$ cat config.mk
export PLATFORM = sky130hd
export DESIGN_NAME = vts_ctrl
export DESIGN_NICKNAME = d
export VERILOG_FILES = /design/src/rtl/core/vts_pkg.sv /design/src/rtl/core/vts_ctrl.sv
export SDC_FILE = /design/constraint.sdc
export NUM_CORES = 1
export LEC_CHECK = 0
export BUFFER_PORTS_ARGS = -buffer_cell sky130_fd_sc_hd__buf_2
export CAP_MARGIN = 0
export CORE_MARGIN = 2
export CORE_UTILIZATION = 35
export DETAILED_ROUTE_END_ITERATION = 8
export MAX_ROUTING_LAYER = met4
export PLACE_DENSITY = 0.63
export REMOVE_ABC_BUFFERS = 1
export SLEW_MARGIN = 10
export SYNTH_ARGS = -nofsm -noshare
export SYNTH_HDL_FRONTEND = slang
export SYNTH_SLANG_ARGS = --single-unit
$ cat constraint.sdc
create_clock -name clk_i -period 1.79 [get_ports clk_i]
set_input_delay 0.358 -clock clk_i [delete_from_list [all_inputs] [get_ports clk_i]]
set_output_delay 0.358 -clock clk_i [all_outputs]
set_load 0.01 [all_outputs]
$ cat src/rtl/core/vts_pkg.sv
// Package for the volume trilinear sampler: item structs, register indexes,
// controller/datapath command and status types, and default dimensions.
// No dependencies.
`default_nettype none

package vts_pkg;

  localparam int unsigned DEF_DIM_X         = 64;
  localparam int unsigned DEF_DIM_Y         = 64;
  localparam int unsigned DEF_DIM_Z         = 64;
  localparam int unsigned DEF_VOXEL_BITS    = 16;
  localparam int unsigned DEF_POS_FRAC_BITS = 8;

  localparam int unsigned POS_W   = 24;
  localparam int unsigned INV_W   = 24;
  localparam int unsigned VAL_W   = 16;
  localparam int unsigned WIDX_W  = 6;
  localparam int unsigned CFG_W   = 24;
  localparam int unsigned CIDX_W  = 3;
  localparam int unsigned MODE_W  = 2;
  localparam int unsigned WFRAC   = 10;
  localparam int unsigned WGT_W   = WFRAC + 1;

  localparam logic CMD_WRITE  = 1'b0;
  localparam logic CMD_SAMPLE = 1'b1;

  localparam logic [MODE_W-1:0] MODE_NEAREST = 2'd0;
  localparam logic [MODE_W-1:0] MODE_LINEAR  = 2'd1;

  localparam logic [CIDX_W-1:0] REG_ORIGIN_X = 3'd0;
  localparam logic [CIDX_W-1:0] REG_ORIGIN_Y = 3'd1;
  localparam logic [CIDX_W-1:0] REG_ORIGIN_Z = 3'd2;
  localparam logic [CIDX_W-1:0] REG_INV_SP_X = 3'd3;
  localparam logic [CIDX_W-1:0] REG_INV_SP_Y = 3'd4;
  localparam logic [CIDX_W-1:0] REG_INV_SP_Z = 3'd5;
  localparam logic [CIDX_W-1:0] REG_MODE     = 3'd6;

  localparam logic [INV_W-1:0]  INV_SP_RESET = 24'd65536;

  typedef struct packed {
    logic                    cmd;
    logic signed [POS_W-1:0] pos_x;
    logic signed [POS_W-1:0] pos_y;
    logic signed [POS_W-1:0] pos_z;
    logic [WIDX_W-1:0]       wr_x;
    logic [WIDX_W-1:0]       wr_y;
    logic [WIDX_W-1:0]       wr_z;
    logic signed [VAL_W-1:0] wr_value;
  } in_item_t;

  typedef struct packed {
    logic signed [VAL_W-1:0] sample_value;
    logic                    sample_valid;
  } out_item_t;

  typedef struct packed {
    logic       load;
    logic       write;
    logic       mul_en;
    logic [1:0] axis;
    logic       check;
    logic       issue;
    logic [2:0] nb;
    logic       out_load;
  } dp_cmd_t;

  typedef struct packed {
    logic sample_ok;
  } dp_stat_t;

endpackage

`default_nettype wire

$ cat src/rtl/core/vts_ctrl.sv
// Controller state machine of the volume trilinear sampler.
// Sequences coordinate mapping, neighbor reads and result hand-off; uses vts_pkg.
`default_nettype none

module vts_ctrl
  import vts_pkg::*;
(
  input  wire logic    clk_i,
  input  wire logic    rst_ni,
  input  wire logic    in_valid_i,
  input  wire logic    in_cmd_i,
  output logic         in_ready_o,
  output logic         out_valid_o,
  input  wire logic    out_ready_i,
  input  wire dp_stat_t stat_i,
  output dp_cmd_t      cmd_o
);

  typedef enum logic [2:0] {
    ST_IDLE,
    ST_MUL,
    ST_CHECK,
    ST_EVAL,
    ST_ISSUE,
    ST_DRAIN,
    ST_DONE
  } state_e;

  localparam logic [2:0] LAST_AXIS  = 3'd2;
  localparam logic [2:0] LAST_NB    = 3'd7;
  localparam logic [2:0] LAST_DRAIN = 3'd2;

  state_e     state_q;
  logic [2:0] cnt_q;
  logic       out_valid_q;
  logic       accept;
  logic       out_free;

  assign in_ready_o  = (state_q == ST_IDLE);
  assign out_valid_o = out_valid_q;
  assign accept      = in_valid_i && in_ready_o;
  assign out_free    = !out_valid_q || out_ready_i;

  always_comb begin
    cmd_o          = '0;
    cmd_o.load     = accept && (in_cmd_i == CMD_SAMPLE);
    cmd_o.write    = accept && (in_cmd_i == CMD_WRITE);
    cmd_o.mul_en   = (state_q == ST_MUL);
    cmd_o.axis     = cnt_q[1:0];
    cmd_o.check    = (state_q == ST_CHECK);
    cmd_o.issue    = (state_q == ST_ISSUE);
    cmd_o.nb       = cnt_q;
    cmd_o.out_load = (state_q == ST_DONE) && out_free;
  end

  always_ff @(posedge clk_i or negedge rst_ni) begin
    if (!rst_ni) begin
      state_q     <= ST_IDLE;
      cnt_q       <= '0;
      out_valid_q <= 1'b0;
    end else begin
      if (cmd_o.out_load) begin
        out_valid_q <= 1'b1;
      end else if (out_valid_q && out_ready_i) begin
        out_valid_q <= 1'b0;
      end
      unique case (state_q)
        ST_IDLE: begin
          cnt_q <= '0;
          if (accept && (in_cmd_i == CMD_SAMPLE)) begin
            state_q <= ST_MUL;
          end
        end
        ST_MUL: begin
          cnt_q <= cnt_q + 3'd1;
          if (cnt_q == LAST_AXIS) begin
            state_q <= ST_CHECK;
          end
        end
        ST_CHECK: begin
          state_q <= ST_EVAL;
        end
        ST_EVAL: begin
          cnt_q   <= '0;
          state_q <= stat_i.sample_ok ? ST_ISSUE : ST_DONE;
        end
        ST_ISSUE: begin
          if (cnt_q == LAST_NB) begin
            cnt_q   <= '0;
            state_q <= ST_DRAIN;
          end else begin
            cnt_q <= cnt_q + 3'd1;
          end
        end
        ST_DRAIN: begin
          cnt_q <= cnt_q + 3'd1;
          if (cnt_q == LAST_DRAIN) begin
            state_q <= ST_DONE;
          end
        end
        ST_DONE: begin
          if (out_free) begin
            state_q <= ST_IDLE;
          end
        end
        default: begin
          state_q <= ST_IDLE;
        end
      endcase
    end
  end

endmodule

`default_nettype wire

* After elaboration in Yosys (flattened, before gate mapping) *
Cells that the tools add are included.

storage, ports and cells
  input port bits = 6
  latch bits = 0
  bits in writable memories = 0
  register bits = 7
  memories = 0
  ROM bits = 0

cells by class
  $mul = 0
  reduce and logical (&&, ||, !) cells = 13
  multiplexer cells = 11
  bitwise logic cells = 1
  shift operators = 0
  $lt $le $gt $ge = 0
  equal/unequal tests = 13
  div/mod/pow operators = 0
  add/sub/neg operators = 1

operators with widths
  operator             count
  $pmux 3 s7           1
  $mux 3               6
  $eq 3x3->1 const B   4
  $eq 3x2->1 const B   3
  $pmux 3 s3           1
  $ne 2x1->1 const B   3
  $logic_and 1x1->1    5
  $reduce_and 5->1     1
  $ne 2x2->1 const B   2
  $reduce_or 2->1      2
  $add 3x1->3 const B  1
  $eq 3x1->1 const B   1
  $logic_not 3->1      1
  $reduce_bool 3->1    1
  $mux 1               2
  $mux 2               1
  $reduce_bool 2->1    1
  $logic_not 1->1      1
  $logic_or 1x1->1     1
  $not 1->1            1

* Longest topological paths before layout *
Gate-level depths: netlist of the first run.

  word-level depth = 5
  depth in mapped cells = 5
  mapped depth without buffers = 5

* Worst setup path before layout of the first run *
Ideal clock, no wire load.

  kind = flip-flop to output port
  start = reg state_q[0]
  end = out cmd_o[9] in the netlist's numbering
  stages on the path, launching flop included = 5
  data arrival time = 1.037 ns
  required time = 1.432 ns
  slack = 0.395 ns
  cells stage by stage = dfrtp_1 buf_4 nor3_2 nand2_1 nor2_1

RTL lines
  element                 RTL line        text
  start, declared         vts_ctrl.sv:33  state_e state_q;
  start signal, assigned  vts_ctrl.sv:85  state_q <= stat_i.sample_ok ? ST_ISSUE : ST_DONE;
  end, declared           vts_ctrl.sv:16  output dp_cmd_t cmd_o

==> out/metrics.cfg, run 1 <==
[power_and_ir_drop]
irDropWorstVdd_mv = 0.785
p_switching_uw = 386
seq_power_share_pct = 37.9
swShare_pct = 42.9
internal_power_uw = 514
p_leak_nw = 0.319
pwr_density_cell_mw_per_mm2 = 1560
p_clk_share_pct = 16.1
finalPower_uw = 900
combPwrFrac_pct = 46.0

[finish]
fin_cells = 84
final_net_count = 79
diodes = 0
final_area_um2 = 576
drive_above_1_share_pct = 34.8
area_growth_pct = 26.0
utilization_pct = 46.0

[place]
pre_cts_slack_ns = 0.373
io_buffers = 18
dpl.hpwl_um = 675
place_area_um2 = 538
placed_cells = 79
gp_congestion = 0.711

[sta]
whs_ns = 0.435
grt_setup_unrepaired = false
relSlewSlack_pct = 73.5
finClkSkew_ns = 0.00518
tightest_slew_ns = 0.397
worst_slack_ns = 0.147
drv_slew = 0
period_minus_slack_ns = 1.64
max_freq_ghz = 0.609
hold_viol = 0
finalCritPeriodShare_pct = 91.8
finalSetupTns_ns = 0
setup_viol = 0

[status]
status = finished, final reports clean

[die]
start_util_pct = 36.5
io_pins = 19
rows = 13
fp.coreArea_mm2 = 0.00125
die_x_um = 40.1
die_h_um = 40.1
die_area_mm2 = 0.00161

[global_routing]
grt_pass1_vias = 368
grt_util_all_layers_pct = 15.6
grt_pass1_wl_um = 1590
antenna_found_initial = 0
grt_max_degree = 15
overflow = 0

[routing]
wl_met1_um = 474
drc = 0
drt_first_pass_iters = 4
top_layer = met4
ant_nets = 0
wl_um = 922
drt_iter0_drc = 1
wl_met2_um = 380
met3_length_um = 60
wire_per_inst_um = 11.0
via_per_inst = 4.77
vias = 401

[logic_synthesis]
synth_compound_area_share_pct = 17.3
synth-edff-count = 0
ys_types = 23
synth_async_sr_flop_share_pct = 100
yosys_warnings = 0
synth_top_family_by_area = simple AND/OR/NAND/NOR gates
synth_top_area_share_pct = 38.4
synthXorXnorAreaFrac_pct = 0
syn_inst = 50
synthMuxAreaShare_pct = 0
avgSynthCellArea_um2 = 9.13
synth_seq_cells = 7
synth_area_leader_cell = dfrtp_1
ys_seq_area_share_pct = 38.4
synthesis.area_um2 = 457
synthAdderAreaFrac_pct = 8.22
synthSimpleGateAreaFrac_pct = 26.8
synth_ff_type = dfrtp_1
ys_top_cells_by_area = dfrtp_1, ha_1, buf_4, nand2b_1, a21oi_1

[clocking]
cts.sinks = 7
clk_pin_slew_ns = 0.05
clkLatencyLatePin_ns = 0.25
cts_tree = built
htreeDepth = 1
numCtsBuffers = 3
root_buffer = clkbuf_4
cts_buffer_depth = 2
cts_setup_buffers = 0

[worst_setup_path]
worstSetupStartpointType = flop
critPathRequiredTime_ns = 1.43
cp_slowest_cell = dfrtp_2
cp-end-kind = primary output
cp_max_fo = 12
setup.worst_path.class = reg2out
cp_cell_sequence = and2b_1, nor2b_1, buf_2
cp_data_arrival_time_ns = 1.28
max_stage_delay_ns = 0.47

[worst_hold_path]
hp-class = in2reg

[run]
cap_violations = 0

-- timing repair --
action,CTS,global route
hold endpoints to repair,7,0
endpoints found under the setup margin,0,2
hold buffers,1,0
resized for setup,0,1
-- path summary, 6_finish.rpt --
| path | startpoint | slack [ns] | depth (start not counted) | to |
|---|---|---|---|---|
| setup / recovery | state_q[0]$_DFFE_PN0P_ | 0.15 | 3 | cmd_o[5] |
| hold / removal | out_ready_i | 0.44 | 3 | out_valid_o$_DFFE_PN0P_ |
| setup reg to reg | cnt_q[0]$_DFFE_PN0P_ | 0.44 | 5 | state_q[0]$_DFFE_PN0P_ |
| max in group asynchronous | rst_ni | 1.14 | 2 | state_q[0]$_DFFE_PN0P_ |
| min in group asynchronous | rst_ni | 0.48 | 2 | cnt_q[1]$_DFFE_PN0P_ |
| hold reg to reg | out_valid_o$_DFFE_PN0P_ | 0.56 | 2 | out_valid_o$_DFFE_PN0P_ |
-- critical path: cells and delay by family, from the launching register on --
family                 cells  cell delay [ns]
and+or+nand+nor            2             0.42
buffers and inverters      1             0.14
DFF                        1             0.47
-- cell usage in the layout (no fill, tap or decap), drive strengths merged --
cell	instances
buf	19
dfrtp	7
clkbuf	4
nand2b	3
nor2	3
nand2	3
a21oi	3
nand3	3
ha	3
o21ai	3
nor3b	2
nor2b	2
inv	2
and3	2
o31ai	2
and2b	1
nor3	1
and3b	1
o32ai	1
a21boi	1
a211o	1
a22o	1
dlygate4sd3	1
-- power by group through the flow --
stage / combinational (mW) / clock [mW] / sequential, mW
after floorplan: 0.230 / 0 / 0.352
after global placement: 0.418 / 0 / 0.334
after detailed placement: 0.418 / 0 / 0.340
after CTS: 0.422 / 0.152 / 0.339
after global routing: 0.480 / 0.154 / 0.361
final: 0.414 / 0.145 / 0.342
-- routing by layer --
| metal | track usage, % | vias to the layer above |
|---|---|---|
| met5 | - | - |
| met4 | 7.76 | 0 |
| met1 | 21.8 | 172 |
| li1 | - | 214 |
| met2 | 19.8 | 13 |
| met3 | 5.00 | 2 |
-- layout make-up --
class | instances | area [um2]
Tap cell | 15 | 18.8
Clock buffer | 4 | 26.3
Sequential cell | 7 | 176
Timing Repair Buffer | 20 | 108
Multi-Input combinational cell | 36 | 239
Inverter | 2 | 7.51
Fill cell | 126 | 677
-- flip-flops by register name, summed over array words and instances, names as in the netlist --
signal,count
state_q,3
out_valid_o,1
cnt_q,3
-- cell families (layout without fill, tap and decap cells) --
logic type / Yosys count / count (layout)
flip-flops: 7 / 7
adder cells (fa/ha/maj): 3 / 3
AND/OR/NAND/NOR: 21 / 21
AO/OA/AOI/OAI: 12 / 12
buffers and inverters: 7 / 26
-- synthesized netlist by cell type (3+ instances only) --
| master | number |
|---|---|
| buf_4 | 4 |
| dfrtp_1 | 7 |
| nand2_1 | 3 |
| ha_1 | 3 |
| a21oi_1 | 3 |
| nand2b_1 | 3 |
| nor2_1 | 3 |
| nand3_1 | 3 |
Note: power is estimated with default switching activity, not from simulation.
==> inputs of run 2 (changes only) <==
SKIP_LAST_GASP = 1   (was not set)
clock period = 1.7 ns   (was 1.79 ns; I/O delays follow)
==> run 2 against run 1 <==
Compared with the run above: cell area rose by 1.5%; worst setup slack got worse by 0.033 ns; power rose by 6.8%; worst hold slack got worse by 0.022 ns; critical endpoint is now cmd_o[0]; final cell count rose by 1.2%; critical path depth did not move; global-route usage fell by 0.82 points; first-iteration DRC count rose to 5.0 times the previous value.
==> out/metrics.cfg, run 2 (synthesis results as in run 1) <==
[die]
die_area_mm2 = 0.00161  ; unchanged
io_pins = 19  ; unchanged
start_util_pct = 36.5  ; unchanged
die_x_um = 40.1  ; unchanged
fp.coreArea_mm2 = 0.00125  ; unchanged
rows = 13  ; unchanged
die_h_um = 40.1  ; unchanged

[routing]
wire_per_inst_um = 10.6  ; -3.5%
ant_nets = 0  ; unchanged
drc = 0  ; unchanged
via_per_inst = 4.80  ; +0.55%
wl_um = 900  ; -2.4%
vias = 408  ; +1.7%
drt_iter0_drc = 5  ; +4
drt_first_pass_iters = 2  ; -2

[finish]
diodes = 0  ; unchanged
layout_common_cells = buf_2, dfrtp_1
layout_commonest_cell = buf_2
final_net_count = 80  ; +1.3%
drive_above_1_share_pct = 37.1  ; +2.4 points
area_growth_pct = 27.9

[global_routing]
grt_util_all_layers_pct = 14.8  ; -0.82 points
antenna_found_initial = 0  ; unchanged
grt_pass1_wl_um = 1500  ; -5.2%
grt_pass1_vias = 359  ; -2.4%
grt_max_degree = 15  ; unchanged
overflow = 0  ; unchanged

[clocking]
clk_pin_slew_ns = 0.05  ; about the same
cts_setup_buffers = 0  ; unchanged
numCtsBuffers = 3  ; unchanged
cts_buffer_depth = 2  ; unchanged
root_buffer = clkbuf_4
clkLatencyLatePin_ns = 0.25  ; about the same
cts_tree = built
cts.sinks = 7  ; unchanged
htreeDepth = 1  ; unchanged

[worst_hold_path]
hold_start = stat_i
hp-class = in2reg

[sta]
tightest_slew_ns = 0.282  ; -0.114 ns
max_freq_ghz = 0.630
worst_slack_ns = 0.114  ; -0.0334 ns
drv_slew = 0  ; unchanged
finalCritPeriodShare_pct = 93.3
setup_viol = 0  ; unchanged
grt_setup_unrepaired = false
period_minus_slack_ns = 1.59
hold_viol = 0  ; unchanged
finalSetupTns_ns = 0  ; unchanged
finClkSkew_ns = 0.00127  ; -0.00391 ns
relSlewSlack_pct = 81.1  ; +7.6 points

[worst_setup_path]
reg2reg_depth = 5  ; unchanged
cp_max_fo = 12  ; unchanged
cp_data_arrival_time_ns = 1.25  ; -0.03 ns
r2r_setup_slack_ns = 0.35  ; -0.09 ns
setup.worst_path.class = reg2out
regToRegEndpoint = state_q[0]$_DFFE_PN0P_
worstSetupStartpointType = flop
cp-end-kind = primary output
critPathRequiredTime_ns = 1.36  ; -0.07 ns
r2r_start = cnt_q[0]$_DFFE_PN0P_
cp-endpoint = cmd_o[0]
crit_start = state_q[0]$_DFFE_PN0P_

[power_and_ir_drop]
irDropWorstVdd_mv = 0.716  ; -8.8%
pwr_density_cell_mw_per_mm2 = 1650  ; +5.2%
p_leak_nw = 0.323  ; +1.2%

[place]
io_buffers = 18  ; unchanged
pre_cts_slack_ns = 0.316  ; -0.0572 ns
gp_congestion = 0.700  ; -1.6%

[run]
cap_violations = 0  ; unchanged

[status]
status = finished, final reports clean

run 2: cell types whose count changed in the layout (fill, tap and decap cells not counted):
| cell | delta |
|---|---|
| dfrtp_2 | +1 |
| dfrtp_1 | -1 |
| buf_4 | +1 |
run 2: worst min-delay path by stage:
stage	cells past startpoint	to	slack, ns
finish	3	state_q[1]$_DFFE_PN0P_	0.41
CTS	3	state_q[1]$_DFFE_PN0P_	0.41
global placement	1	cnt_q[2]$_DFFE_PN0P_	0.19
floorplan	0	cnt_q[0]$_DFFE_PN0P_	0.04
detailed placement	1	cnt_q[1]$_DFFE_PN0P_	0.18
global route	3	out_valid_o$_DFFE_PN0P_	0.43
run 2: power by group:
| part | switching [mW] | total [mW] | leakage, nW | internal (mW) |
|---|---|---|---|---|
| registers | 0.121 | 0.359 | 0.0887 | 0.238 |
| clock network | 0.0646 | 0.154 | 0.0150 | 0.0898 |
| logic | 0.224 | 0.448 | 0.219 | 0.224 |
run 2: metal layers:
layer	up-vias	track usage, %	part of all wire [%]
met4	0	10.3	0
met3	0	3.33	5.9
met1	184	18.8	50
met5	-	-	0
li1	213	-	-
met2	11	20.6	45
run 2: cell type report:
cell class              instances  area, um2
fillers                       110        668
repair buffers                 21        115
inverters                       2       7.51
well taps                      15       18.8
clock buffers                   4       26.3
flip-flops and latches          7        178
multi-input cells              36        239
run 2: worst max-delay path: stages (launching register included):
cell and delay (ns):
dfrtp_2 0.48, and2b_1 0.26, and3_1 0.15, buf_2 0.12
run 2: per-stage QoR:
stage	hold WS [ns]	cells	instance area, um2	utilization [%]	power [mW]
floorplan	0.0444	45	422	-	0.613
global placement	0.185	80	546	43.6	0.801
detailed placement	0.183	80	546	43.6	0.802
CTS	0.408	85	582	46.5	0.966
global route	0.426	85	584	46.7	1.06
finish	0.413	85	584	46.7	0.962
run 2: timing repair:
action                                  in CTS  in global routing
hold endpoints to repair                     7                  0
endpoints found under the setup margin       0                  5
resized for setup                            0                  2
hold buffers                                 1                  0
==> inputs of run 3 (changes only) <==
--- a/config.mk
+++ b/config.mk
@@ -7,2 +7,3 @@
 export LEC_CHECK = 0
+export ABC_CLOCK_PERIOD_IN_PS = 1700
 export BUFFER_PORTS_ARGS = -buffer_cell sky130_fd_sc_hd__buf_2
@@ -14,3 +15,2 @@
 export PLACE_DENSITY = 0.63
-export REMOVE_ABC_BUFFERS = 1
 export SKIP_LAST_GASP = 1
==> constraint.sdc (replaced) <==
create_clock -name clk_i -period 1.7 [get_ports clk_i]
set_input_delay 0.085 -clock clk_i [delete_from_list [all_inputs] [get_ports clk_i]]
set_output_delay 0.085 -clock clk_i [all_outputs]
set_load 0.01 [all_outputs]
==> run 3 against run 2 <==
Compared with the run above: clock skew up 0.0024 ns; core utilization is 1.4 points lower; combinational power fell by 9.2%; power shrank 4.7%; register-to-register slack about the same; first-iteration DRC count rose by 120%; non-clock buffer count shrank 2; critical path type unchanged; highest routed layer unchanged.
==> out/metrics.cfg, run 3 (synthesis results as in run 1) <==
[die]
die_h_um = 40.1  ; unchanged
die_x_um = 40.1  ; unchanged
start_util_pct = 36.5  ; unchanged
fp.coreArea_mm2 = 0.00125  ; unchanged
io_pins = 19  ; unchanged
die_area_mm2 = 0.00161  ; unchanged
rows = 13  ; unchanged

[sta]
finalSetupTns_ns = 0  ; unchanged
tightest_slew_ns = 0.456  ; +0.174 ns
worst_slack_ns = 0.253  ; +0.139 ns
drv_slew = 0  ; unchanged
setup_viol = 0  ; unchanged
finClkSkew_ns = 0.00363  ; +0.00237 ns
finalCritPeriodShare_pct = 85.1  ; -8.2 points
grt_setup_unrepaired = false
relSlewSlack_pct = 69.6  ; -12 points
period_minus_slack_ns = 1.45  ; -0.139 ns
max_freq_ghz = 0.691  ; +9.6%
hold_viol = 0  ; unchanged

[power_and_ir_drop]
finalPower_uw = 917  ; -4.7%
irDropWorstVdd_mv = 0.758  ; +5.9%
pwr_density_cell_mw_per_mm2 = 1620  ; -1.7%
p_leak_nw = 0.315  ; -2.5%

[worst_setup_path]
cp-end-kind = primary output
worstSetupStartpointType = flop
critPathRequiredTime_ns = 1.62  ; +0.26 ns
cp_max_fo = 16  ; +4
cp_data_arrival_time_ns = 1.36  ; +0.11 ns
setup.worst_path.class = reg2out

[global_routing]
antenna_found_initial = 0  ; unchanged
overflow = 0  ; unchanged
grt_util_all_layers_pct = 12.5  ; -2.4 points
grt_pass1_vias = 305  ; -15%
grt_max_degree = 17  ; +2
grt_pass1_wl_um = 1260  ; -17%

[routing]
wl_um = 786  ; -13%
ant_nets = 0  ; unchanged
via_per_inst = 4.73  ; -1.4%
drt_first_pass_iters = 4  ; +2
vias = 393  ; -3.7%
wire_per_inst_um = 9.47  ; -11%
drt_iter0_drc = 11  ; +6
drc = 0  ; unchanged

[place]
pre_cts_slack_ns = 0.366  ; +0.0508 ns
dpl.hpwl_um = 601
io_buffers = 18  ; unchanged
gp_congestion = 0.802  ; +15%

[clocking]
htreeDepth = 1  ; unchanged
clkLatencyLatePin_ns = 0.24  ; about the same
cts.sinks = 7  ; unchanged
cts_setup_buffers = 0  ; unchanged
cts_buffer_depth = 2  ; unchanged
numCtsBuffers = 3  ; unchanged
clk_pin_slew_ns = 0.05  ; about the same
cts_tree = built
root_buffer = clkbuf_4

[finish]
area_growth_pct = 24.1
layout_common_cells = buf_2, dfrtp_1
diodes = 0  ; unchanged
layout_commonest_cell = buf_2
drive_above_1_share_pct = 32.4  ; -4.8 points
final_net_count = 78  ; -2.5%
fillers = 124  ; +13%

[status]
status = finished, final reports clean

[run]
cap_violations = 0  ; unchanged

[worst_hold_path]
hp-class = in2reg

[logic_synthesis]
synth_nets = 59

run 3: worst max-delay path, cell delays in order (launching register included):
cell     delay, ns
dfrtp_1       0.62
and2b_1       0.23
and3_1        0.15
buf_2         0.12
run 3: path summary, 6_finish.rpt:
kind / startpoint / endpoint / slack, ns / cells past startpoint
max in group asynchronous: rst_ni / state_q[0]$_DFFE_PN0P_ / 1.35 / 2
setup / recovery: state_q[1]$_DFFE_PN0P_ / cmd_o[0] / 0.25 / 3
setup reg to reg: cnt_q[0]$_DFFE_PN0P_ / state_q[0]$_DFFE_PN0P_ / 0.36 / 5
hold reg to reg: out_valid_o$_DFFE_PN0P_ / out_valid_o$_DFFE_PN0P_ / 0.54 / 2
min in group asynchronous: rst_ni / cnt_q[1]$_DFFE_PN0P_ / 0.20 / 2
hold / removal: stat_i / state_q[1]$_DFFE_PN0P_ / 0.16 / 3
run 3: timing repair:
item,4_1_cts,5_1_grt
hold endpoints to repair,7,0
hold buffers,1,0
gates resized for setup,0,0
run 3: cell type report:
cell class / instances / area (um2) / area share (%)
flip-flops and latches: 7 / 175 / 30.9
well taps: 15 / 18.8 / 3.31
repair buffers: 19 / 100 / 17.7
inverters: 2 / 7.51 / 1.32
multi-input cells: 36 / 239 / 42.2
clock buffers: 4 / 26.3 / 4.64
run 3: metrics by stage:
stage          util [%]  hold slack [ns]  cell area, um2  instances
2_1_floorplan         -           -0.211             457         50
3_3_place_gp       42.4          -0.0690             531         78
3_5_place_dp       42.4          -0.0749             531         78
4_1_cts            45.3            0.155             567         83
5_1_grt            45.3            0.174             567         83
6_report           45.3            0.160             567         83
run 3: layer usage:
layer	GRT usage (%)	up-vias	part of all wire, %
met4	7.76	0	0
li1	-	212	-
met3	3.33	0	6.6
met5	-	-	0
met1	16.2	167	47
met2	16.9	14	46
run 3: report_power, final:
group          internal (mW)  leakage (nW)  switching (mW)
Sequential             0.233        0.0912           0.133
Clock                 0.0891        0.0150          0.0544
Combinational          0.207         0.209           0.200
Total                  0.529         0.315           0.387
